--- config.mk ---
export PLATFORM = sky130hd
export DESIGN_NAME = snr_and_peak_error_meter_flat
export DESIGN_NICKNAME = d
export VERILOG_FILES = /design/src/sv/spem_pkg.sv /design/src/sv/spem_if.sv /design/src/sv/spem_ctrl.sv /design/src/sv/spem_dp.sv /design/src/sv/snr_and_peak_error_meter.sv /design/src/flat_wrapper.sv
export SDC_FILE = /design/constraint.sdc
export NUM_CORES = 2
export LEC_CHECK = 0
export BUFFER_PORTS_ARGS = -buffer_cell sky130_fd_sc_hd__clkbuf_2
export CAP_MARGIN = 20
export CORE_UTILIZATION = 50
export DETAILED_ROUTE_END_ITERATION = 12
export PLACE_DENSITY_LB_ADDON = 0.12
export SLEW_MARGIN = 20
export SYNTH_ARGS = -nofsm -noshare
export SYNTH_HDL_FRONTEND = slang
export SYNTH_SLANG_ARGS = --single-unit
export TNS_END_PERCENT = 10
--- constraint.sdc ---
create_clock -name clk -period 16 [get_ports clk]
set_input_delay 2.4 -clock clk [delete_from_list [all_inputs] [get_ports clk]]
set_output_delay 2.4 -clock clk [all_outputs]
set_load 0.05 [all_outputs]
--- src/sv/spem_pkg.sv ---
// Shared types and constants for the SNR and peak error meter.
// Used by the interfaces, the controller, the datapath and the checker.
// No dependencies.
package spem_pkg;

	localparam int SAMPLE_W   = 16;
	localparam int ACC_W      = 64;
	localparam int SQ_W       = 32;
	localparam int POS_W      = 6;
	localparam int SNR_W      = 17;
	localparam int STATUS_W   = 2;
	localparam int NORM_STEPS = 6;

	// 10*log10(2) scaled by 2^16
	localparam logic [17:0] SNR_SCALE = 18'd197283;

	typedef enum logic [STATUS_W-1:0] {
		ST_VALID    = 2'd0,
		ST_ERR_ZERO = 2'd1,
		ST_SIG_ZERO = 2'd2
	} snr_status_t;

	typedef enum logic [2:0] {
		S_ACC,
		S_CHECK,
		S_NORM_A,
		S_SQ_A,
		S_NORM_B,
		S_SQ_B,
		S_MUL,
		S_EMIT
	} state_t;

	typedef struct packed {
		logic       in_ready;
		logic       load_x;
		logic       load_sel_err;
		logic       norm_en;
		logic [2:0] norm_step;
		logic       sq_init;
		logic       sq_round;
		logic       save_a;
		logic       mul_en;
		logic       emit;
	} cmd_t;

	typedef struct packed {
		logic last_pending;
		logic zero_sig;
		logic zero_err;
		logic out_free;
	} sts_t;

endpackage

--- src/sv/spem_if.sv ---
// Valid/ready channel interfaces for sample pair words and result words.
// Depends on spem_pkg for field widths.
interface spem_in_if;
	logic                                valid;
	logic                                ready;
	logic signed [spem_pkg::SAMPLE_W-1:0] original_sample;
	logic signed [spem_pkg::SAMPLE_W-1:0] modified_sample;
	logic                                last_pair;

	modport source (output valid, original_sample, modified_sample, last_pair, input ready);
	modport sink (input valid, original_sample, modified_sample, last_pair, output ready);
endinterface

interface spem_out_if;
	logic                                 valid;
	logic                                 ready;
	logic signed [spem_pkg::SNR_W-1:0]    snr_db_q8;
	logic [spem_pkg::SAMPLE_W-1:0]        max_abs_error;
	logic [spem_pkg::STATUS_W-1:0]        snr_status;

	modport source (output valid, snr_db_q8, max_abs_error, snr_status, input ready);
	modport sink (input valid, snr_db_q8, max_abs_error, snr_status, output ready);
endinterface

--- src/sv/spem_ctrl.sv ---
// Controller state machine for the SNR and peak error meter.
// Depends on spem_pkg; drives the datapath through cmd_t and reads sts_t.
module spem_ctrl #(
	parameter int LFB = 16
) (
	input  logic            clk,
	input  logic            arst_n,
	input  spem_pkg::sts_t  sts,
	output spem_pkg::cmd_t  cmd
);

	localparam int CNT_W = $clog2(LFB + 1);
	localparam logic [CNT_W-1:0] LAST_NORM = CNT_W'(spem_pkg::NORM_STEPS - 1);
	localparam logic [CNT_W-1:0] LAST_SQ   = CNT_W'(LFB);

	spem_pkg::state_t state_q, state_d;
	logic [CNT_W-1:0] cnt_q, cnt_d;

	always_ff @(posedge clk or negedge arst_n) begin
		if (!arst_n) begin
			state_q <= spem_pkg::S_ACC;
			cnt_q   <= '0;
		end else begin
			state_q <= state_d;
			cnt_q   <= cnt_d;
		end
	end

	always_comb begin
		cmd           = '0;
		cmd.norm_step = cnt_q[2:0];
		state_d       = state_q;
		cnt_d         = cnt_q;
		unique case (state_q)
			spem_pkg::S_ACC: begin
				cmd.in_ready = !sts.last_pending;
				if (sts.last_pending) begin
					state_d = spem_pkg::S_CHECK;
				end
			end
			spem_pkg::S_CHECK: begin
				if (sts.zero_sig || sts.zero_err) begin
					state_d = spem_pkg::S_EMIT;
				end else begin
					cmd.load_x = 1'b1;
					cnt_d      = '0;
					state_d    = spem_pkg::S_NORM_A;
				end
			end
			spem_pkg::S_NORM_A, spem_pkg::S_NORM_B: begin
				cmd.norm_en = 1'b1;
				if (cnt_q == LAST_NORM) begin
					cnt_d   = '0;
					state_d = (state_q == spem_pkg::S_NORM_A) ? spem_pkg::S_SQ_A
					                                          : spem_pkg::S_SQ_B;
				end else begin
					cnt_d = cnt_q + 1'b1;
				end
			end
			spem_pkg::S_SQ_A, spem_pkg::S_SQ_B: begin
				// The first cycle squares the normalized mantissa; each later
				// cycle resolves one fraction bit and squares again.
				cmd.sq_init  = (cnt_q == '0);
				cmd.sq_round = (cnt_q != '0);
				if (cnt_q == LAST_SQ) begin
					cnt_d = '0;
					if (state_q == spem_pkg::S_SQ_A) begin
						cmd.save_a       = 1'b1;
						cmd.load_x       = 1'b1;
						cmd.load_sel_err = 1'b1;
						state_d          = spem_pkg::S_NORM_B;
					end else begin
						state_d = spem_pkg::S_MUL;
					end
				end else begin
					cnt_d = cnt_q + 1'b1;
				end
			end
			spem_pkg::S_MUL: begin
				cmd.mul_en = 1'b1;
				state_d    = spem_pkg::S_EMIT;
			end
			spem_pkg::S_EMIT: begin
				if (sts.out_free) begin
					cmd.emit = 1'b1;
					state_d  = spem_pkg::S_ACC;
				end
			end
			default: begin
				state_d = spem_pkg::S_ACC;
			end
		endcase
	end

endmodule

--- src/sv/spem_dp.sv ---
// Datapath for the SNR and peak error meter: squares, saturating energy
// accumulators, peak tracker, shared log2 unit, dB scaling and output word.
// Depends on spem_pkg and the channel interfaces in spem_if.
module spem_dp #(
	parameter int LFB = 16
) (
	input  logic            clk,
	input  logic            arst_n,
	input  spem_pkg::cmd_t  cmd,
	output spem_pkg::sts_t  sts,
	spem_in_if.sink         in_ch,
	spem_out_if.source      out_ch
);

	localparam int SW     = spem_pkg::SAMPLE_W;
	localparam int AW     = spem_pkg::ACC_W;
	localparam int QW     = spem_pkg::SQ_W;
	localparam int LOG_W  = spem_pkg::POS_W + LFB;
	localparam int DIFF_W = LOG_W + 1;
	localparam int MUL_W  = DIFF_W + 19;
	localparam int SHIFT  = 8 + LFB;

	logic                  accept;
	logic signed [SW:0]    diff_in;
	logic [SW:0]           dmag_in;
	logic [SW-1:0]         omag_in;

	logic                  valid_s1;
	logic                  last_s1;
	logic [QW-1:0]         sq_sig_s1;
	logic [QW-1:0]         sq_err_s1;
	logic [SW-1:0]         dmag_s1;

	logic [AW-1:0]         sig_acc_q;
	logic [AW-1:0]         err_acc_q;
	logic [SW-1:0]         peak_q;
	logic [AW:0]           sig_sum;
	logic [AW:0]           err_sum;

	logic [AW-1:0]         x_q, x_n;
	logic [spem_pkg::POS_W-1:0] p_q, p_n;
	logic [2*QW-1:0]       prod_q;
	logic [2*QW-1:0]       sq_d;
	logic [QW:0]           t;
	logic                  fbit;
	logic [QW-1:0]         m_new;
	logic [QW-1:0]         m_sel;
	logic [LFB-1:0]        frac_q;
	logic [LFB-1:0]        frac_n;
	logic [LOG_W-1:0]      la_q;
	logic [LOG_W-1:0]      lb;
	logic signed [DIFF_W-1:0] diff_d;
	logic signed [MUL_W-1:0]  mul_d;
	logic signed [MUL_W-1:0]  mul_q;

	spem_pkg::snr_status_t status_d;
	logic                  out_valid_q;
	logic signed [spem_pkg::SNR_W-1:0] snr_q;
	logic [SW-1:0]         peak_out_q;
	logic [spem_pkg::STATUS_W-1:0] status_q;

	// Input stage: magnitudes and exact squares.
	assign in_ch.ready = cmd.in_ready;
	assign accept      = in_ch.valid & cmd.in_ready;
	assign diff_in     = {in_ch.original_sample[SW-1], in_ch.original_sample}
	                   - {in_ch.modified_sample[SW-1], in_ch.modified_sample};
	assign dmag_in     = diff_in[SW] ? (SW+1)'(-diff_in) : diff_in;
	assign omag_in     = in_ch.original_sample[SW-1] ? SW'(-in_ch.original_sample)
	                                                 : in_ch.original_sample;

	always_ff @(posedge clk or negedge arst_n) begin
		if (!arst_n) begin
			valid_s1 <= 1'b0;
		end else begin
			valid_s1 <= accept;
		end
	end

	always_ff @(posedge clk) begin
		if (accept) begin
			last_s1   <= in_ch.last_pair;
			sq_sig_s1 <= omag_in * omag_in;
			sq_err_s1 <= dmag_in[SW-1:0] * dmag_in[SW-1:0];
			dmag_s1   <= dmag_in[SW-1:0];
		end
	end

	// Saturating accumulators and peak tracker.
	assign sig_sum = {1'b0, sig_acc_q} + {{(AW+1-QW){1'b0}}, sq_sig_s1};
	assign err_sum = {1'b0, err_acc_q} + {{(AW+1-QW){1'b0}}, sq_err_s1};

	always_ff @(posedge clk or negedge arst_n) begin
		if (!arst_n) begin
			sig_acc_q <= '0;
			err_acc_q <= '0;
			peak_q    <= '0;
		end else if (cmd.emit) begin
			sig_acc_q <= '0;
			err_acc_q <= '0;
			peak_q    <= '0;
		end else if (valid_s1) begin
			sig_acc_q <= sig_sum[AW] ? '1 : sig_sum[AW-1:0];
			err_acc_q <= err_sum[AW] ? '1 : err_sum[AW-1:0];
			if (dmag_s1 > peak_q) begin
				peak_q <= dmag_s1;
			end
		end
	end

	// Leading-one search: one binary step per cycle, widest first.
	always_comb begin
		x_n = x_q;
		p_n = p_q;
		case (cmd.norm_step)
			3'd0: if (x_q[63:32] == '0) begin
				x_n = {x_q[31:0], 32'b0};
				p_n = p_q - 6'd32;
			end
			3'd1: if (x_q[63:48] == '0) begin
				x_n = {x_q[47:0], 16'b0};
				p_n = p_q - 6'd16;
			end
			3'd2: if (x_q[63:56] == '0) begin
				x_n = {x_q[55:0], 8'b0};
				p_n = p_q - 6'd8;
			end
			3'd3: if (x_q[63:60] == '0) begin
				x_n = {x_q[59:0], 4'b0};
				p_n = p_q - 6'd4;
			end
			3'd4: if (x_q[63:62] == '0) begin
				x_n = {x_q[61:0], 2'b0};
				p_n = p_q - 6'd2;
			end
			3'd5: if (!x_q[63]) begin
				x_n = {x_q[62:0], 1'b0};
				p_n = p_q - 6'd1;
			end
			default: begin
			end
		endcase
	end

	always_ff @(posedge clk) begin
		if (cmd.load_x) begin
			x_q <= cmd.load_sel_err ? err_acc_q : sig_acc_q;
			p_q <= '1;
		end else if (cmd.norm_en) begin
			x_q <= x_n;
			p_q <= p_n;
		end
	end

	// Fraction by repeated squaring of the Q1.31 mantissa.
	assign t      = prod_q[2*QW-1:QW-1];
	assign fbit   = t[QW];
	assign m_new  = fbit ? t[QW:1] : t[QW-1:0];
	assign m_sel  = cmd.sq_init ? x_q[AW-1:AW-QW] : m_new;
	assign sq_d   = m_sel * m_sel;
	assign frac_n = {frac_q[LFB-2:0], fbit};

	always_ff @(posedge clk) begin
		if (cmd.sq_init || cmd.sq_round) begin
			prod_q <= sq_d;
		end
		if (cmd.sq_round) begin
			frac_q <= frac_n;
		end
		if (cmd.save_a) begin
			la_q <= {p_q, frac_n};
		end
		if (cmd.mul_en) begin
			mul_q <= mul_d;
		end
	end

	// The part-select of the signed product is the floor of the scaled ratio.
	assign lb     = {p_q, frac_q};
	assign diff_d = $signed({1'b0, la_q}) - $signed({1'b0, lb});
	assign mul_d  = diff_d * $signed({1'b0, spem_pkg::SNR_SCALE});

	always_comb begin
		if (sig_acc_q == '0) begin
			status_d = spem_pkg::ST_SIG_ZERO;
		end else if (err_acc_q == '0) begin
			status_d = spem_pkg::ST_ERR_ZERO;
		end else begin
			status_d = spem_pkg::ST_VALID;
		end
	end

	// Output register.
	always_ff @(posedge clk or negedge arst_n) begin
		if (!arst_n) begin
			out_valid_q <= 1'b0;
		end else if (cmd.emit) begin
			out_valid_q <= 1'b1;
		end else if (out_ch.ready) begin
			out_valid_q <= 1'b0;
		end
	end

	always_ff @(posedge clk) begin
		if (cmd.emit) begin
			snr_q      <= (status_d == spem_pkg::ST_VALID) ? mul_q[SHIFT+16:SHIFT] : '0;
			peak_out_q <= peak_q;
			status_q   <= status_d;
		end
	end

	assign out_ch.valid         = out_valid_q;
	assign out_ch.snr_db_q8     = snr_q;
	assign out_ch.max_abs_error = peak_out_q;
	assign out_ch.snr_status    = status_q;

	assign sts.last_pending = valid_s1 & last_s1;
	assign sts.zero_sig     = (sig_acc_q == '0);
	assign sts.zero_err     = (err_acc_q == '0);
	assign sts.out_free     = !out_valid_q || out_ch.ready;

endmodule

--- src/sv/snr_and_peak_error_meter.sv ---
// Throughput: one sample pair word per cycle while a measurement runs.
// After the last pair, the time to a valid result word is set by the shared log2
// unit: six leading-one steps and one squaring per fraction bit for each energy;
// the log2 unit is skipped when either energy is zero. Input is held off from the
// cycle after the last pair until the result loads. Reset clears the energies,
// the peak and any pending result.
module snr_and_peak_error_meter #(
	parameter int LOG_FRACTION_BITS = 16
) (
	input logic        clk,
	input logic        arst_n,
	spem_in_if.sink    in_ch,
	spem_out_if.source out_ch
);

	spem_pkg::cmd_t cmd;
	spem_pkg::sts_t sts;

	spem_ctrl #(
		.LFB (LOG_FRACTION_BITS)
	) u_ctrl (
		.clk    (clk),
		.arst_n (arst_n),
		.sts    (sts),
		.cmd    (cmd)
	);

	spem_dp #(
		.LFB (LOG_FRACTION_BITS)
	) u_dp (
		.clk    (clk),
		.arst_n (arst_n),
		.cmd    (cmd),
		.sts    (sts),
		.in_ch  (in_ch),
		.out_ch (out_ch)
	);

endmodule

--- src/flat_wrapper.sv ---
// flat-port wrapper written by rule: the top's interface ports become plain ports
module snr_and_peak_error_meter_flat 
#(
	parameter int LOG_FRACTION_BITS = 16
)
  (clk, arst_n, in_ch_valid, in_ch_original_sample, in_ch_modified_sample, in_ch_last_pair, in_ch_ready, out_ch_valid, out_ch_snr_db_q8, out_ch_max_abs_error, out_ch_snr_status, out_ch_ready);
  spem_in_if in_ch_i ();
  spem_out_if out_ch_i ();
  input logic clk;
  input logic arst_n;
  input wire logic [$bits(in_ch_i.valid)-1:0] in_ch_valid;
  input wire logic [$bits(in_ch_i.original_sample)-1:0] in_ch_original_sample;
  input wire logic [$bits(in_ch_i.modified_sample)-1:0] in_ch_modified_sample;
  input wire logic [$bits(in_ch_i.last_pair)-1:0] in_ch_last_pair;
  output wire logic [$bits(in_ch_i.ready)-1:0] in_ch_ready;
  output wire logic [$bits(out_ch_i.valid)-1:0] out_ch_valid;
  output wire logic [$bits(out_ch_i.snr_db_q8)-1:0] out_ch_snr_db_q8;
  output wire logic [$bits(out_ch_i.max_abs_error)-1:0] out_ch_max_abs_error;
  output wire logic [$bits(out_ch_i.snr_status)-1:0] out_ch_snr_status;
  input wire logic [$bits(out_ch_i.ready)-1:0] out_ch_ready;
  assign in_ch_i.valid = in_ch_valid;
  assign in_ch_i.original_sample = in_ch_original_sample;
  assign in_ch_i.modified_sample = in_ch_modified_sample;
  assign in_ch_i.last_pair = in_ch_last_pair;
  assign in_ch_ready = in_ch_i.ready;
  assign out_ch_valid = out_ch_i.valid;
  assign out_ch_snr_db_q8 = out_ch_i.snr_db_q8;
  assign out_ch_max_abs_error = out_ch_i.max_abs_error;
  assign out_ch_snr_status = out_ch_i.snr_status;
  assign out_ch_i.ready = out_ch_ready;
  snr_and_peak_error_meter #(.LOG_FRACTION_BITS(LOG_FRACTION_BITS)) u_core (.clk(clk), .arst_n(arst_n), .in_ch(in_ch_i), .out_ch(out_ch_i));
endmodule
==> reports/metrics.yaml <==
outcome: "completed"
fp.coreArea_mm2: 0.144
cts_setup_buffers: 0
post-place-ws_ns: 2.61
slew_violations: 0
powerDensity_mw_per_mm2: 234
synth_cell_types: 92
final_area_mm2: 0.0774
synthesis.area_mm2: 0.0728
instances_no_fill: 9700
synth_edf_count: 265
die_y_um: 384
hold-worst-slack_ns: 0.476
ir_drop_mv: 1.43
grt_overflow: 0
syn_avg_cell_area_um2: 9.37
drive_above_1_share: 0.0444
worst_pin_slew_ns: 1.10
die_w_um: 384
avgRoutedWirePerCell_um: 20.8
hold_class: "reg -> reg"
route.detailed.drc: 0
ys_seq_area_frac: 0.164
grt_max_degree: 125
relSlewSlack: 0.266
synthArstFlopShare: 0.362
cts_buffer_depth: 3
antenna_found_initial: 1
setup_viol_count_final: 0
dp_hpwl_um: 160000
timing.fmax_mhz: 78.2
yosys.area_share.xor_xnor: 0.0314
synthAdderAreaFrac: 0.471
fin_util: 0.537
globalplace.congestion: 0.926
drv_cap: 0
synthMuxAreaShare: 0.0171
start_kind: "flip-flop"
drtIter0Drc: 4265
max_stage_delay_ns: 0.87
fillers: 13288
cp.arrival_ns: 13.15
clk_pin_slew_ns: 0.06
via_count: 54020
worst_slack_ns: 3.21
fin_nets: 9795
grt_pass1_wl_um: 323000
path_delay_family: "adder cells"
grt_pass1_vias: 57131
critPathSlowestCell: "clkinv_1"
ctsResizeCount: 0
p_total_mw: 18.1
portBuffers: 73
htreeDepth: 2
cts_buffers: 52
min_period_ns: 12.79
dpl_cell_area_mm2: 0.0756
fin_setup_tns_ns: 0
synth_top_family_by_area: "adder cells"
cts_tree: "built"
cts_hold_buf: 0
clk_latency_ns: 0.64
antenna_left: 0
synth-simple-area-share: 0.109
ys.flop_type: "edfxtp_1"
start_util: 0.506
path_buf_inv: 7
leakagePower_nw: 39.5
area_growth_pct: 6.23
yosysWarningCount: 0
endpoint_kind: "flip-flop"
fin_crit_sh: 0.800
via_per_inst: 5.57
io_pins: 74
dp.cells: 9600
drtPass1Iterations: 8
crit_type: "reg -> reg"
critical_path_required_ns: 16.36
syn_inst: 7773
synth_compound_area_frac: 0.103
grtUsageTotal: 0.281
rows: 139
synth.ff_latch_count: 425
rsz0062_at_grt: "no"
worstPathMaxFanout: 71
root_buffer: "clkbuf_16"
drt-total-wl_um: 202000
cts_sinks: 425
finalHoldViolCount: 0
die-area_mm2: 0.147
fin_skew_ns: 0.0230
crit_path_frequent_cell: "fa_1"
[routing by layer]
metal,vias up,wire (um),GRT usage
met3,338,12100,0.0352
met1,27049,87200,0.385
met4,0,6670,0.0835
met2,1740,95700,0.468
li1,24893,-,-
met5,-,0,0
[Yosys cell counts, types with 79 or more instances]
library cell / count / area [um^2]
inv_1: 1718 / 6450
clkbuf_1: 236 / 886
a21oi_1: 279 / 1400
o21ai_0: 263 / 1320
dfrtp_1: 154 / 3850
nand4_1: 79 / 494
edfxtp_1: 265 / 7960
mux2i_1: 120 / 1200
ha_1: 772 / 9660
nand3_1: 125 / 626
nand2_1: 585 / 2200
a21o_1: 143 / 1070
a22oi_1: 97 / 728
xor2_1: 90 / 788
xnor2_1: 159 / 1390
fa_1: 1233 / 24700
nor2_1: 654 / 2450
[cell usage in the layout, fill, tap and decap left out, types with 13 or more instances in the layout]
master     count
a222oi_1      13
o21bai_1      27
o211ai_1      45
buf_4        103
clkbuf_2      72
dfrtp_1      153
nor3_1        70
nor2_1       653
xnor2_1      159
a21o_1       143
clkinv_1      23
nand3_1      124
a22oi_1       97
nand2_1      583
and4_1        13
nand2b_1      31
and3_1        44
edfxtp_1     265
o211a_1       16
o21ai_0      262
ha_1         771
xor2_1        90
nor2b_1       40
nand4_1       79
o21a_1        44
mux2i_1      120
clkbuf_16     55
a31oi_1       73
o31ai_1       15
a21oi_1      267
and2_1        43
clkinv_2      14
fa_1        1233
a211oi_1      23
inv_1       1718
nor4_1        46
[sequential cells by signal, summed over array words and instances (netlist names), 5 cells and up]
register                          cells
u_core.u_dp.x_q                      64
u_core.u_dp.mul_q                    17
u_core.u_dp.out_ch.snr_db_q8         17
u_core.u_dp.dmag_s1                  15
u_core.u_dp.sig_acc_q                64
u_core.u_dp.err_acc_q                64
u_core.u_dp.prod_q                   33
u_core.u_dp.out_ch.max_abs_error     16
u_core.u_dp.la_q                     22
u_core.u_dp.frac_q                   16
u_core.u_ctrl.cnt_q                   5
u_core.u_dp.sq_err_s1                31
u_core.u_dp.sq_sig_s1                31
u_core.u_dp.p_q                       6
u_core.u_dp.peak_q                   16
[report_power, final]
part	switching [mW]	internal (mW)	total, mW
combinational	8.23	6.61	14.8
sequential	0.00000000000000153	2.07	2.07
clock	0.516	0.719	1.23
[final cells by class]
cell class | count | area, um^2 | area share
multi-input combinational | 5349 | 53500 | 0.692
sequential | 425 | 11900 | 0.154
inverter | 1747 | 6560 | 0.0848
tap | 1903 | 2380 | 0.0308
clock buffer | 66 | 1480 | 0.0191
timing repair buffer | 178 | 1190 | 0.0154
clock inverter | 31 | 290 | 0.00375
antenna | 1 | 2.50 | 0.0000323
[cells by family (layout without fill, tap and decap cells)]
| group | Yosys count | count (layout) |
|---|---|---|
| multiplexers | 124 | 124 |
| XOR/XNOR | 255 | 255 |
| buffers and inverters | 2009 | 2022 |
| adder cells (fa/ha/maj) | 2005 | 2005 |
| AND/OR/NAND/NOR | 1788 | 1788 |
| other | 2 | 13 |
| flip-flops | 425 | 425 |
| AO/OA/AOI/OAI | 1165 | 1165 |
[final timing paths]
kind,start,endpoint,slack [ns],cells after the start
min reg2reg,u_core.u_dp.peak_q[10],u_core.u_dp.out_ch.max_abs_error[10],0.48,0
min,u_core.u_dp.peak_q[10],u_core.u_dp.out_ch.max_abs_error[10],0.48,0
max in group asynchronous,arst_n,u_core.u_dp.sig_acc_q[56],12.35,3
min in group asynchronous,arst_n,u_core.u_dp.peak_q[12],1.66,1
max,u_core.u_ctrl.state_q[1],u_core.u_dp.prod_q[63],3.21,33
max reg2reg,u_core.u_ctrl.state_q[1],u_core.u_dp.prod_q[63],3.21,33
(Power assumes the default switching activity.)
